<file path="config.mk">
export PLATFORM = sky130hd
export DESIGN_NAME = expiring_input_queue
export DESIGN_NICKNAME = d
export VERILOG_FILES = /design/src/hw/rtl/eiq_pkg.sv /design/src/hw/rtl/eiq_ram.sv /design/src/hw/rtl/expiring_input_queue.sv
export SDC_FILE = /design/constraint.sdc
export NUM_CORES = 1
export LEC_CHECK = 0
export BUFFER_PORTS_ARGS = -buffer_cell sky130_fd_sc_hd__buf_2
export CAP_MARGIN = 15
export CORE_AREA = 2 2 250 301
export DETAILED_ROUTE_END_ITERATION = 16
export DIE_AREA = 0 0 252 303
export GPL_TIMING_DRIVEN = 0
export PLACE_DENSITY = 0.76
export SLEW_MARGIN = 20
export SYNTH_ARGS = -nofsm -noshare
export SYNTH_HDL_FRONTEND = slang
export SYNTH_SLANG_ARGS = --single-unit
</file>
<file path="constraint.sdc">
create_clock -name clk_i -period 6.6 [get_ports clk_i]
set_input_delay 1.65 -clock clk_i [delete_from_list [all_inputs] [get_ports clk_i]]
set_output_delay 1.65 -clock clk_i [all_outputs]
set_load 0.01 [all_outputs]
</file>
<file path="src/hw/rtl/eiq_pkg.sv">
// shared types and constants for the expiring input queue
// no dependencies; used by expiring_input_queue and its testbench
package eiq_pkg;

  localparam int unsigned ID_W     = 16;
  localparam int unsigned ATK_W    = 4;
  localparam int unsigned WINDOW_W = 16;
  localparam int unsigned CAP_W    = 5;
  localparam int unsigned CFG_W    = 16;

  localparam logic [WINDOW_W-1:0] WINDOW_RST = 16'd150;
  localparam logic [CAP_W-1:0]    CAP_RST    = 5'd10;

  // configuration register indexes
  localparam logic CFG_WINDOW   = 1'b0;
  localparam logic CFG_CAPACITY = 1'b1;

  typedef enum logic [1:0] {
    KIND_PUSH    = 2'd0,
    KIND_CONSUME = 2'd1,
    KIND_CLEAR   = 2'd2,
    KIND_TICK    = 2'd3
  } kind_e;

  typedef enum logic [3:0] {
    S_IDLE,
    S_EXEC,
    S_EXP_RD,
    S_EXP_CHK,
    S_CON_RD,
    S_CON_GET,
    S_PEEK,
    S_PEEK_GET,
    S_EMIT
  } state_e;

endpackage

</file>
<file path="src/hw/rtl/eiq_ram.sv">
// entry store of the expiring input queue: one write port, one read port
// read data registered; depends on no package
module eiq_ram #(
  parameter int unsigned DATA_W = 52,
  parameter int unsigned DEPTH  = 16
) (
  input  logic                                 clk_i,
  input  logic                                 we_i,
  input  logic [((DEPTH > 1) ? $clog2(DEPTH) : 1)-1:0] waddr_i,
  input  logic [DATA_W-1:0]                    wdata_i,
  input  logic                                 re_i,
  input  logic [((DEPTH > 1) ? $clog2(DEPTH) : 1)-1:0] raddr_i,
  output logic [DATA_W-1:0]                    rdata_o
);

  logic [DATA_W-1:0] mem [DEPTH];
  logic [DATA_W-1:0] rdata_q;

  always_ff @(posedge clk_i) begin
    if (we_i) begin
      mem[waddr_i] <= wdata_i;
    end
  end

  always_ff @(posedge clk_i) begin
    if (re_i) begin
      rdata_q <= mem[raddr_i];
    end
  end

  assign rdata_o = rdata_q;

endmodule

</file>
<file path="src/hw/rtl/expiring_input_queue.sv">
// order: push, clear and tick pass through exec, then peek, then emit; a consume walks
// the expiry check from the head (read, check, drop each expired entry), then reads and
// hands out the next unconsumed entry, then peeks; peek reads the entry left to peek, if any
// throughput: one item at a time, the next beat is taken once the result is loaded into
// the output register; the expiry walk and any stall on the result hold the flow
// reset: queue empty, time zero, window 150 ticks, capacity 10; no memory clearing
module expiring_input_queue #(
  parameter int unsigned DEPTH      = 16,
  parameter int unsigned STAMP_BITS = 32
) (
  input  logic                      clk_i,
  input  logic                      rst_ni,
  input  logic                      cfg_we_i,
  input  logic                      cfg_addr_i,
  input  logic [eiq_pkg::CFG_W-1:0] cfg_wdata_i,
  input  logic        s_axis_tvalid,
  output logic        s_axis_tready,
  input  logic [23:0] s_axis_tdata,   // event_id, attack_type, zero fill
  input  logic [1:0]  s_axis_tuser,   // kind
  output logic        m_axis_tvalid,
  input  logic        m_axis_tready,
  output logic [47:0] m_axis_tdata,   // out_id, out_attack, pending, next_id, next_attack, zero fill
  output logic [0:0]  m_axis_tuser    // found
);

  localparam int unsigned IDX_W   = (DEPTH > 1) ? $clog2(DEPTH) : 1;
  localparam int unsigned CNT_W   = $clog2(DEPTH + 1);
  localparam int unsigned SUM_W   = CNT_W + 1;
  localparam int unsigned CMP_W   = (CNT_W > eiq_pkg::CAP_W) ? CNT_W : eiq_pkg::CAP_W;
  localparam int unsigned AGE_W   = (STAMP_BITS > eiq_pkg::WINDOW_W) ? STAMP_BITS
                                                                     : eiq_pkg::WINDOW_W;
  localparam int unsigned ID_W    = eiq_pkg::ID_W;
  localparam int unsigned ATK_W   = eiq_pkg::ATK_W;
  localparam int unsigned ENTRY_W = ID_W + ATK_W + STAMP_BITS;

  localparam logic [CNT_W-1:0] DEPTH_C = CNT_W'(DEPTH);
  localparam logic [CNT_W-1:0] ONE_C   = CNT_W'(1);

  function automatic logic [IDX_W-1:0] ring_pos(input logic [IDX_W-1:0] base,
                                                input logic [CNT_W-1:0] off);
    logic [SUM_W-1:0] sum;
    sum = SUM_W'(base) + SUM_W'(off);
    if (sum >= SUM_W'(DEPTH)) begin
      sum = sum - SUM_W'(DEPTH);
    end
    return sum[IDX_W-1:0];
  endfunction

  eiq_pkg::state_e state_q, state_d;
  eiq_pkg::kind_e  kind_q, kind_d;

  logic [eiq_pkg::WINDOW_W-1:0] window_q;
  logic [eiq_pkg::CAP_W-1:0]    cap_q;

  logic [IDX_W-1:0]      head_q, head_d;
  logic [CNT_W-1:0]      stored_q, stored_d;
  logic [CNT_W-1:0]      used_q, used_d;
  logic [STAMP_BITS-1:0] tick_q, tick_d;

  logic [ID_W-1:0]  id_q, id_d;
  logic [ATK_W-1:0] atk_q, atk_d;

  logic             found_q, found_d;
  logic [ID_W-1:0]  oid_q, oid_d;
  logic [ATK_W-1:0] oatk_q, oatk_d;
  logic             pend_q, pend_d;
  logic [ID_W-1:0]  nid_q, nid_d;
  logic [ATK_W-1:0] natk_q, natk_d;

  logic             m_valid_q, m_valid_d;
  logic             m_found_q, m_found_d;
  logic [ID_W-1:0]  m_oid_q, m_oid_d;
  logic [ATK_W-1:0] m_oatk_q, m_oatk_d;
  logic             m_pend_q, m_pend_d;
  logic [ID_W-1:0]  m_nid_q, m_nid_d;
  logic [ATK_W-1:0] m_natk_q, m_natk_d;

  // memory port
  logic               mem_we;
  logic [IDX_W-1:0]   mem_waddr;
  logic [ENTRY_W-1:0] mem_wdata;
  logic               mem_re;
  logic [IDX_W-1:0]   mem_raddr;
  logic [ENTRY_W-1:0] mem_rdata;

  logic [ID_W-1:0]       rd_id;
  logic [ATK_W-1:0]      rd_atk;
  logic [STAMP_BITS-1:0] rd_stamp;
  logic [STAMP_BITS-1:0] age;
  logic                  age_exp;

  // push bookkeeping: room for the new entry, then the capacity drop
  logic             drop1, drop2;
  logic [IDX_W-1:0] head1, push_head;
  logic [CNT_W-1:0] stored1, stored2, used1, push_used;
  logic [CMP_W-1:0] eff_cap;

  assign rd_id    = mem_rdata[ID_W-1:0];
  assign rd_atk   = mem_rdata[ID_W+ATK_W-1:ID_W];
  assign rd_stamp = mem_rdata[ENTRY_W-1:ID_W+ATK_W];
  assign age      = tick_q - rd_stamp;
  assign age_exp  = AGE_W'(age) > AGE_W'(window_q);

  always_comb begin
    if (cap_q == '0) begin
      eff_cap = CMP_W'(1);
    end else if (CMP_W'(cap_q) > CMP_W'(DEPTH)) begin
      eff_cap = CMP_W'(DEPTH);
    end else begin
      eff_cap = CMP_W'(cap_q);
    end
  end

  assign drop1     = (stored_q == DEPTH_C);
  assign head1     = drop1 ? ring_pos(head_q, ONE_C) : head_q;
  assign stored1   = drop1 ? stored_q - ONE_C : stored_q;
  assign used1     = (drop1 && used_q != '0) ? used_q - ONE_C : used_q;
  assign stored2   = stored1 + ONE_C;
  assign drop2     = CMP_W'(stored2) > eff_cap;
  assign push_head = drop2 ? ring_pos(head1, ONE_C) : head1;
  assign push_used = (drop2 && used1 != '0) ? used1 - ONE_C : used1;

  assign mem_waddr = ring_pos(head1, stored1);
  assign mem_wdata = {tick_q, atk_q, id_q};

  always_comb begin
    state_d   = state_q;
    kind_d    = kind_q;
    id_d      = id_q;
    atk_d     = atk_q;
    head_d    = head_q;
    stored_d  = stored_q;
    used_d    = used_q;
    tick_d    = tick_q;
    found_d   = found_q;
    oid_d     = oid_q;
    oatk_d    = oatk_q;
    pend_d    = pend_q;
    nid_d     = nid_q;
    natk_d    = natk_q;
    m_valid_d = m_valid_q && !m_axis_tready;
    m_found_d = m_found_q;
    m_oid_d   = m_oid_q;
    m_oatk_d  = m_oatk_q;
    m_pend_d  = m_pend_q;
    m_nid_d   = m_nid_q;
    m_natk_d  = m_natk_q;
    mem_we    = 1'b0;
    mem_re    = 1'b0;
    mem_raddr = ring_pos(head_q, used_q);
    s_axis_tready = (state_q == eiq_pkg::S_IDLE);

    unique case (state_q)
      eiq_pkg::S_IDLE: begin
        if (s_axis_tvalid) begin
          kind_d  = eiq_pkg::kind_e'(s_axis_tuser);
          id_d    = s_axis_tdata[ID_W-1:0];
          atk_d   = s_axis_tdata[ID_W+ATK_W-1:ID_W];
          state_d = eiq_pkg::S_EXEC;
        end
      end
      eiq_pkg::S_EXEC: begin
        found_d = 1'b0;
        oid_d   = '0;
        oatk_d  = '0;
        unique case (kind_q)
          eiq_pkg::KIND_PUSH: begin
            mem_we   = 1'b1;
            head_d   = push_head;
            stored_d = drop2 ? stored1 : stored2;
            used_d   = push_used;
            state_d  = eiq_pkg::S_PEEK;
          end
          eiq_pkg::KIND_CONSUME: begin
            state_d = eiq_pkg::S_EXP_RD;
          end
          eiq_pkg::KIND_CLEAR: begin
            head_d   = '0;
            stored_d = '0;
            used_d   = '0;
            state_d  = eiq_pkg::S_PEEK;
          end
          eiq_pkg::KIND_TICK: begin
            tick_d  = tick_q + STAMP_BITS'(1);
            state_d = eiq_pkg::S_PEEK;
          end
        endcase
      end
      eiq_pkg::S_EXP_RD: begin
        if (stored_q != '0) begin
          mem_re    = 1'b1;
          mem_raddr = head_q;
          state_d   = eiq_pkg::S_EXP_CHK;
        end else begin
          state_d = eiq_pkg::S_CON_RD;
        end
      end
      eiq_pkg::S_EXP_CHK: begin
        if (age_exp) begin
          head_d   = ring_pos(head_q, ONE_C);
          stored_d = stored_q - ONE_C;
          if (used_q != '0) begin
            used_d = used_q - ONE_C;
          end
          state_d = eiq_pkg::S_EXP_RD;
        end else begin
          state_d = eiq_pkg::S_CON_RD;
        end
      end
      eiq_pkg::S_CON_RD: begin
        if (used_q < stored_q) begin
          mem_re  = 1'b1;
          state_d = eiq_pkg::S_CON_GET;
        end else begin
          state_d = eiq_pkg::S_PEEK;
        end
      end
      eiq_pkg::S_CON_GET: begin
        found_d = 1'b1;
        oid_d   = rd_id;
        oatk_d  = rd_atk;
        used_d  = used_q + ONE_C;
        state_d = eiq_pkg::S_PEEK;
      end
      eiq_pkg::S_PEEK: begin
        // read is issued in the state that follows any push write, so it sees the new entry
        if (used_q < stored_q) begin
          mem_re  = 1'b1;
          state_d = eiq_pkg::S_PEEK_GET;
        end else begin
          pend_d  = 1'b0;
          nid_d   = '0;
          natk_d  = '0;
          state_d = eiq_pkg::S_EMIT;
        end
      end
      eiq_pkg::S_PEEK_GET: begin
        pend_d  = 1'b1;
        nid_d   = rd_id;
        natk_d  = rd_atk;
        state_d = eiq_pkg::S_EMIT;
      end
      eiq_pkg::S_EMIT: begin
        if (!m_valid_q || m_axis_tready) begin
          m_valid_d = 1'b1;
          m_found_d = found_q;
          m_oid_d   = oid_q;
          m_oatk_d  = oatk_q;
          m_pend_d  = pend_q;
          m_nid_d   = nid_q;
          m_natk_d  = natk_q;
          state_d   = eiq_pkg::S_IDLE;
        end
      end
      default: begin
        state_d = eiq_pkg::S_IDLE;
      end
    endcase
  end

  always_ff @(posedge clk_i or negedge rst_ni) begin
    if (!rst_ni) begin
      state_q   <= eiq_pkg::S_IDLE;
      head_q    <= '0;
      stored_q  <= '0;
      used_q    <= '0;
      tick_q    <= '0;
      m_valid_q <= 1'b0;
    end else begin
      state_q   <= state_d;
      head_q    <= head_d;
      stored_q  <= stored_d;
      used_q    <= used_d;
      tick_q    <= tick_d;
      m_valid_q <= m_valid_d;
    end
  end

  always_ff @(posedge clk_i or negedge rst_ni) begin
    if (!rst_ni) begin
      window_q <= eiq_pkg::WINDOW_RST;
      cap_q    <= eiq_pkg::CAP_RST;
    end else if (cfg_we_i) begin
      unique case (cfg_addr_i)
        eiq_pkg::CFG_WINDOW:   window_q <= cfg_wdata_i[eiq_pkg::WINDOW_W-1:0];
        eiq_pkg::CFG_CAPACITY: cap_q    <= cfg_wdata_i[eiq_pkg::CAP_W-1:0];
      endcase
    end
  end

  always_ff @(posedge clk_i) begin
    kind_q   <= kind_d;
    id_q     <= id_d;
    atk_q    <= atk_d;
    found_q  <= found_d;
    oid_q    <= oid_d;
    oatk_q   <= oatk_d;
    pend_q   <= pend_d;
    nid_q    <= nid_d;
    natk_q   <= natk_d;
    m_found_q <= m_found_d;
    m_oid_q   <= m_oid_d;
    m_oatk_q  <= m_oatk_d;
    m_pend_q  <= m_pend_d;
    m_nid_q   <= m_nid_d;
    m_natk_q  <= m_natk_d;
  end

  eiq_ram #(
    .DATA_W (ENTRY_W),
    .DEPTH  (DEPTH)
  ) u_ram (
    .clk_i   (clk_i),
    .we_i    (mem_we),
    .waddr_i (mem_waddr),
    .wdata_i (mem_wdata),
    .re_i    (mem_re),
    .raddr_i (mem_raddr),
    .rdata_o (mem_rdata)
  );

  assign m_axis_tvalid = m_valid_q;
  assign m_axis_tuser  = m_found_q;
  assign m_axis_tdata  = {7'd0, m_natk_q, m_nid_q, m_pend_q, m_oatk_q, m_oid_q};

  // consumed entries are a prefix of the stored ones
  assert property (@(posedge clk_i) disable iff (!rst_ni) used_q <= stored_q)
    else $error("used count exceeds stored count");

  assert property (@(posedge clk_i) disable iff (!rst_ni) stored_q <= DEPTH_C)
    else $error("stored count exceeds depth");

  assert property (@(posedge clk_i) disable iff (!rst_ni)
    (s_axis_tvalid && s_axis_tready) |=> (state_q == eiq_pkg::S_EXEC))
    else $error("accepted beat not executed");

  assert property (@(posedge clk_i) disable iff (!rst_ni)
    (state_q == eiq_pkg::S_EXEC && kind_q == eiq_pkg::KIND_CLEAR)
      |=> (stored_q == '0 && used_q == '0))
    else $error("clear left entries behind");

endmodule

</file>
==> metrics, run 1 <==
vias=approximately 24000; FF-to-FF Start=tick_q[0]; Die Height=303 um; R2R setup slack=between 200 and 300 ps; cts-stage hold buffer count=0; main combinational cell family by area after synthesis=multiplexers; Rel. slew slack=0.2593; Final period util=0.9600; type of the worst setup path=flop to flop; Area contributors post-synth=edfxtp_1 (68%), mux4_2 (11%), dfrtp_1 (3.8%); CTS Buf Count=97; Post-Synth Adder-Cell Area=0.02080; Simple-Gate Fraction of Synth Area=0.04922; arrival time worst endpoint=between 6000 and 7000 ps; Int Pwr=approximately 16 mW; Crit. End Element=flop; vias in the first global route=~25000; setup bufs post-CTS=0; NetSw=9.300 mW; grt ovf=0; Setup TNS Final=0 ps; compound-gate portion of the synthesized area=0.05417; pwr/cell area=~500 nW/um2; Worst-Skew Late Latency=approximately 700 ps; core area=73370 um2; IR drop worst, VDD=0.0002831 V; largest net degree at the start of global routing=55; r2r endpoint=stored_q[0]; hold endpoint=m_pend_q; DIE AREA=76360 um2; RD Place Congestion=about 0.85; count of input and output buffers=87; I/O pins=99; Post-Syn Area=43800 um2; die width=~250 um; skew final=around 39 ps; max_cap viols=0; Max clock buf depth=3; Initial Util=0.5969; layout overhead on the synthesized area=13.92%; CTS tree=built; Hold Path Origin=pend_q; Final Hold Viols=0; WL/cell=about 27 um; num rows=~110; R2R depth=20; placed cells=3537; crit start category=flop; sequential fraction of the synthesis area=0.7201; final setup fails=0; gr usage total=0.2674; drt drc=0; Layout fillers=between 4000 and 5000; post-synthesis mux area share=0.1217; Synth cell types=86; clock transition at the registers of the reported paths=60 ps; CP max FO=19; clock power share=0.223; Register Area=about 32000 um2; status=completed; post-synthesis register bit count=between 1000 and 1500; sw frac=0.3745; Post-Syn Area per Cell=17.89 um2; Synth Flop Type=edfxtp_1; Final ANT Viol Nets=0; Worst Tran Pin Value=about 1100 ps; Finished Layout Cells=3720; first-pass GRT wire length=151.0 mm; register share of total power=0.347; Final HPWL DP=~65 mm; XOR/XNOR Fraction of Synth Area=0.01480; initial antenna violation count=2; Synth warnings=0; Routed WL=100.1 mm; combinational power share=0.429; Post-synth top cells=edfxtp_1 (990), mux4_2 (208), a21oi_1 (108), nand2_1 (103), inv_1 (81); Layout Nets=2812; Final min period=6336 ps; top-count cell post-synth=edfxtp_1; DRT Pass-1 Iters=6; final core utilization=0.6800; Post-synth EDFFs=around 1000; final count of pins violating max slew=0; H-tree Lvls=3; area of the multi-input gates=about 12000 um2; Peak Freq=roughly 0.16 GHz; hold depth=0; vias per cell=between 6 and 7; Sink Count=~1100; top cell type's share of synthesized area=0.6788; share of cells above drive strength 1=0.2159; ys async rst share=0.06780; synthesized instance count=2448; worst hold path class=flop to flop; cell taking the most area after synthesis=edfxtp_1; clock tree root buffer cell=clkbuf_16; Leakage Power=~17 nW; starting DRC count in detailed routing=roughly 2500; Crit path required time=slightly above 7000 ps; Post-CTS Resized=0
==> metrics by stage <==
stage | power, mW | hold slack [ps] | setup slack, ps | area [um2]
after floorplan | 15.82 | 400.3 | 883.2 | 43820
after global placement | 18.80 | 403.9 | -2691 | 45430
after detailed placement | 19.28 | 404.5 | 90.21 | 46730
after CTS | 24.90 | 416.2 | 64.65 | 49880
after global routing | 25.91 | 424.7 | -17.63 | 49890
final | 24.83 | 415.1 | 264.1 | 49890
==> sequential cells by signal, summed over array words and instances, names as in the netlist, 2 cells and up <==
signal and count:
id_q 16, cap_q 5, stored_q 5, oid_q 16, head_q 4, m_oid_q 16
tick_q 32, u_ram.mem 832, m_nid_q 16, natk_q 4, atk_q 4, m_oatk_q 4
m_natk_q 4, kind_q 2, used_q 5, nid_q 16, oatk_q 4, u_ram.rdata_o 52
window_q 16, state_q 4
==> per-layer routing <==
layer  wire, um  GRT usage
met2      50790     0.4523
met1      38320     0.3575
met3       7851    0.04127
met4       3162    0.09806
met5          0          0
==> layout make-up <==
cell class	instances	share of cell area
diodes	2	0.0001003
repair buffers	140	0.03157
well taps	943	0.02365
plain buffers	120	0.01071
clock buffers	128	0.05304
multi-input cells	1191	0.2327
flip-flops and latches	1062	0.6321
inverters	81	0.006094
clock inverters	53	0.01008
==> cell families after synthesis <==
group | count (synthesis)
and+or+nand+nor | 414
other | 1
buffers and inverters | 201
muxes | 271
AOI/OAI and AO/OA | 354
xor gates and xnor gates | 74
adders and majority gates | 71
DFF | 1062
==> critical path, stage by stage, from the launching register on <==
cell,delay [ps]
dfrtp_1,760
inv_1,160
ha_1,270
fa_1,430
nor2b_1,210
o2111ai_2,200
nand2_1,240
a21oi_1,120
nand2_1,100
xor2_1,80
ha_1,300
nand3_1,110
or4_1,560
or3_1,430
a32o_1,240
a2111oi_0,350
nand4_1,290
nor4_2,710
buf_2,380
a31oi_1,130
o31a_1,150
==> placed cells by master, fill, tap and decap left out, types with 8 or more instances in the layout <==
master     count
and3_1        13
and2_1        46
inv_1         81
nand2b_1      11
dfrtp_1       66
nor2b_1       63
a211oi_1      57
a31oi_1       10
o221ai_1       8
o211ai_1       9
nor2_1        62
edfxtp_1     990
o21ai_0       50
a21oi_1      108
buf_2        123
buf_4         12
o21a_1        13
clkbuf_1      93
ha_1          68
xnor2_1       54
mux2i_1       52
mux2_2         8
nand2_1      103
mux4_2       208
buf_16        23
a21o_1        12
nand4_1       19
nor3_1        14
clkbuf_16     99
clkinv_1      18
xor2_1        20
clkinv_2      10
nor2_4        16
nand3_1       27
buf_12        19
==> power by group through the flow <==
| stage | clock, mW | sequential [mW] | combinational, mW |
|---|---|---|---|
| floorplan | 0 | 8.67 | 7.15 |
| global placement | 0 | 8.80 | 10.0 |
| detailed placement | 0 | 8.76 | 10.5 |
| CTS | 5.62 | 8.62 | 10.7 |
| global route | 5.86 | 8.68 | 11.4 |
| finish | 5.55 | 8.62 | 10.7 |
==> worst max path at each step <==
stage | start | to | slack [ps] | cells past startpoint
4_1_cts | tick_q[0] | stored_q[0] | 60 | 20
2_1_floorplan | used_q[1] | u_ram.rdata_o[0] | 880 | 7
3_3_place_gp | used_q[1] | state_q[0] | -2690 | 8
6_report | tick_q[0] | stored_q[0] | 260 | 20
5_1_grt | tick_q[4] | head_q[3] | -20 | 19
3_5_place_dp | tick_q[0] | stored_q[0] | 90 | 20
Note: power is estimated with default switching activity, not from simulation.
==> run 2, diff against run 1 <==
==> constraint.sdc (replaced) <==
create_clock -name clk_i -period 6.5 [get_ports clk_i]
set_input_delay 1.625 -clock clk_i [delete_from_list [all_inputs] [get_ports clk_i]]
set_output_delay 1.625 -clock clk_i [all_outputs]
set_load 0.01 [all_outputs]
==> run 2 against run 1 <==
Against the previous run: via count up 0.35%; setup slack gained 82 ps; largest cell class unchanged; critical endpoint is now used_q[2]; die area did not move; final cell count did not move; wire length up 0.19%; clock skew fell by 2.3 ps; count of clock-buffer cells in the layout unchanged; critical path depth decreased by 1; sequential cell count did not move; sequential share of layout area is essentially flat.
==> metrics, run 2 (synthesis results as in run 1) <==
status=completed; Power Total=roughly 25 mW; gr usage total=0.2675; crit start category=flop; WHS=between 400 and 500 ps; largest net degree at the start of global routing=55; setup bufs post-CTS=0; type of the worst setup path=flop to flop; Layout fillers=4562; area of the multi-input gates=11620 um2; CTS tree=built; commonest non-fill, non-tap cell in the layout=edfxtp_1; Rel. slew slack=0.2745; DRT Pass-1 Iters=6; die width=around 250 um; RD Place Congestion=~0.85; final setup fails=0; hold depth=0; share of cells above drive strength 1=0.2162; clock tree root buffer cell=clkbuf_16; Sink Count=between 1000 and 1500; Finished Layout Cells=around 3700; H-tree Lvls=3; Placed Area=~47000 um2; vias in the first global route=24610; vias=~24000; drt drc=0; Worst-Skew Late Latency=680 ps; Routed WL=~100 mm; Final min period=between 6000 and 7000 ps; Layout Nets=between 2000 and 3000; R2R depth=19; Final ANT Viol Nets=0; vias per cell=~6.4; layout overhead on the synthesized area=13.95%; max_cap viols=0; arrival time worst endpoint=6690 ps; pwr/cell area=505.5 nW/um2; Crit path required time=just over 7000 ps; Die Height=303 um; Register Area=about 32000 um2; clock transition at the registers of the reported paths=approximately 60 ps; Final Hold Viols=0; CTS Buf Count=97; grt ovf=0; count of input and output buffers=between 80 and 90; CP max FO=19; Biggest register=u_ram.mem; Final HPWL DP=about 65 mm; IR drop worst, VDD=between 0.0002 and 0.0003 V; worst hold path class=flop to flop; starting DRC count in detailed routing=~2400; Initial Util=0.5969; max reg flops=832; Max clock buf depth=3; final instance area=about 50000 um2; WL/cell=26.97 um; commonest non-fill, non-tap cells in the layout=edfxtp_1 (990), mux4_2 (208), buf_2 (123); RSZ-0062 raised after global routing=false; Crit. End Element=flop; Worst Tran Pin Value=1081 ps; placed cells=between 3000 and 4000; num rows=between 100 and 150; Final period util=0.9468; I/O pins=99; initial antenna violation count=2; skew final=roughly 37 ps; core area=roughly 73000 um2; final count of pins violating max slew=0; Peak Freq=0.1625 GHz; Leakage Power=between 15 and 20 nW; cts-stage hold buffer count=0; DIE AREA=roughly 76000 um2; first-pass GRT wire length=approximately 150 mm
==> run 2: cell counts in the layout (fill, tap and decap cells not counted) <==
No cell type changed its count.
==> run 2: where the power goes <==
group / internal [mW] / switching [mW] / total, mW
Clock: 3.16 / 2.48 / 5.64
Combinational: 4.18 / 6.65 / 10.8
Sequential: 8.43 / 0.327 / 8.76
==> run 2: worst paths after layout <==
check                          start  slack [ps]          to
hold / removal                pend_q         410    m_pend_q
setup reg to reg           tick_q[0]         350   used_q[2]
setup / recovery           tick_q[0]         350   used_q[2]
min in group asynchronous     rst_ni         830   used_q[0]
hold reg to reg               pend_q         410    m_pend_q
max in group asynchronous     rst_ni        5030  tick_q[25]
==> run 2: area by class of cell <==
type	instances	area share
buffer	120	0.01071
clock inverter	53	0.01008
timing repair buffer	140	0.03157
multi-input combinational	1191	0.2328
clock buffer	128	0.05303
sequential	1062	0.6320
antenna	2	0.0001003
tap	943	0.02364
inverter	81	0.006093
==> run 2: metal layers <==
layer | GRT usage | vias up | share of wire
met5 | 0 | - | 0
met4 | 0.09806 | 0 | 0.031
met3 | 0.04127 | 204 | 0.077
met2 | 0.4524 | 1185 | 0.51
met1 | 0.3575 | 12280 | 0.39
li1 | - | 10250 | -
==> run 2: critical path, stage by stage, from the launching register on <==
cell       delay [ps]
dfrtp_1           770
inv_1             160
ha_1              270
fa_1              430
nor2b_1           210
o2111ai_2         210
nand2_1           240
a21oi_1           120
nand2_1           100
xor2_1             80
ha_1              300
nand3_1           110
or4_1             560
or3_1             440
a32o_1            250
a2111oi_0         290
nand4_1           310
nor4_4            660
nor2_2            150
mux2_1            340
==> run 2: metrics by stage <==
stage,setup slack (ps),setup TNS (ps),utilization
6_report,346.0,0,0.6801
5_1_grt,71.37,0,0.6801
4_1_cts,296.3,0,0.6799
3_5_place_dp,-9.793,-9.793,0.6369
3_3_place_gp,-2791,-1497000,0.6192
2_1_floorplan,783.2,0,-
==> run 2: timing repair <==
item,4_1_cts,5_1_grt
gates resized for setup,1,2
setup endpoints to repair,5,9
pin swaps,0,1
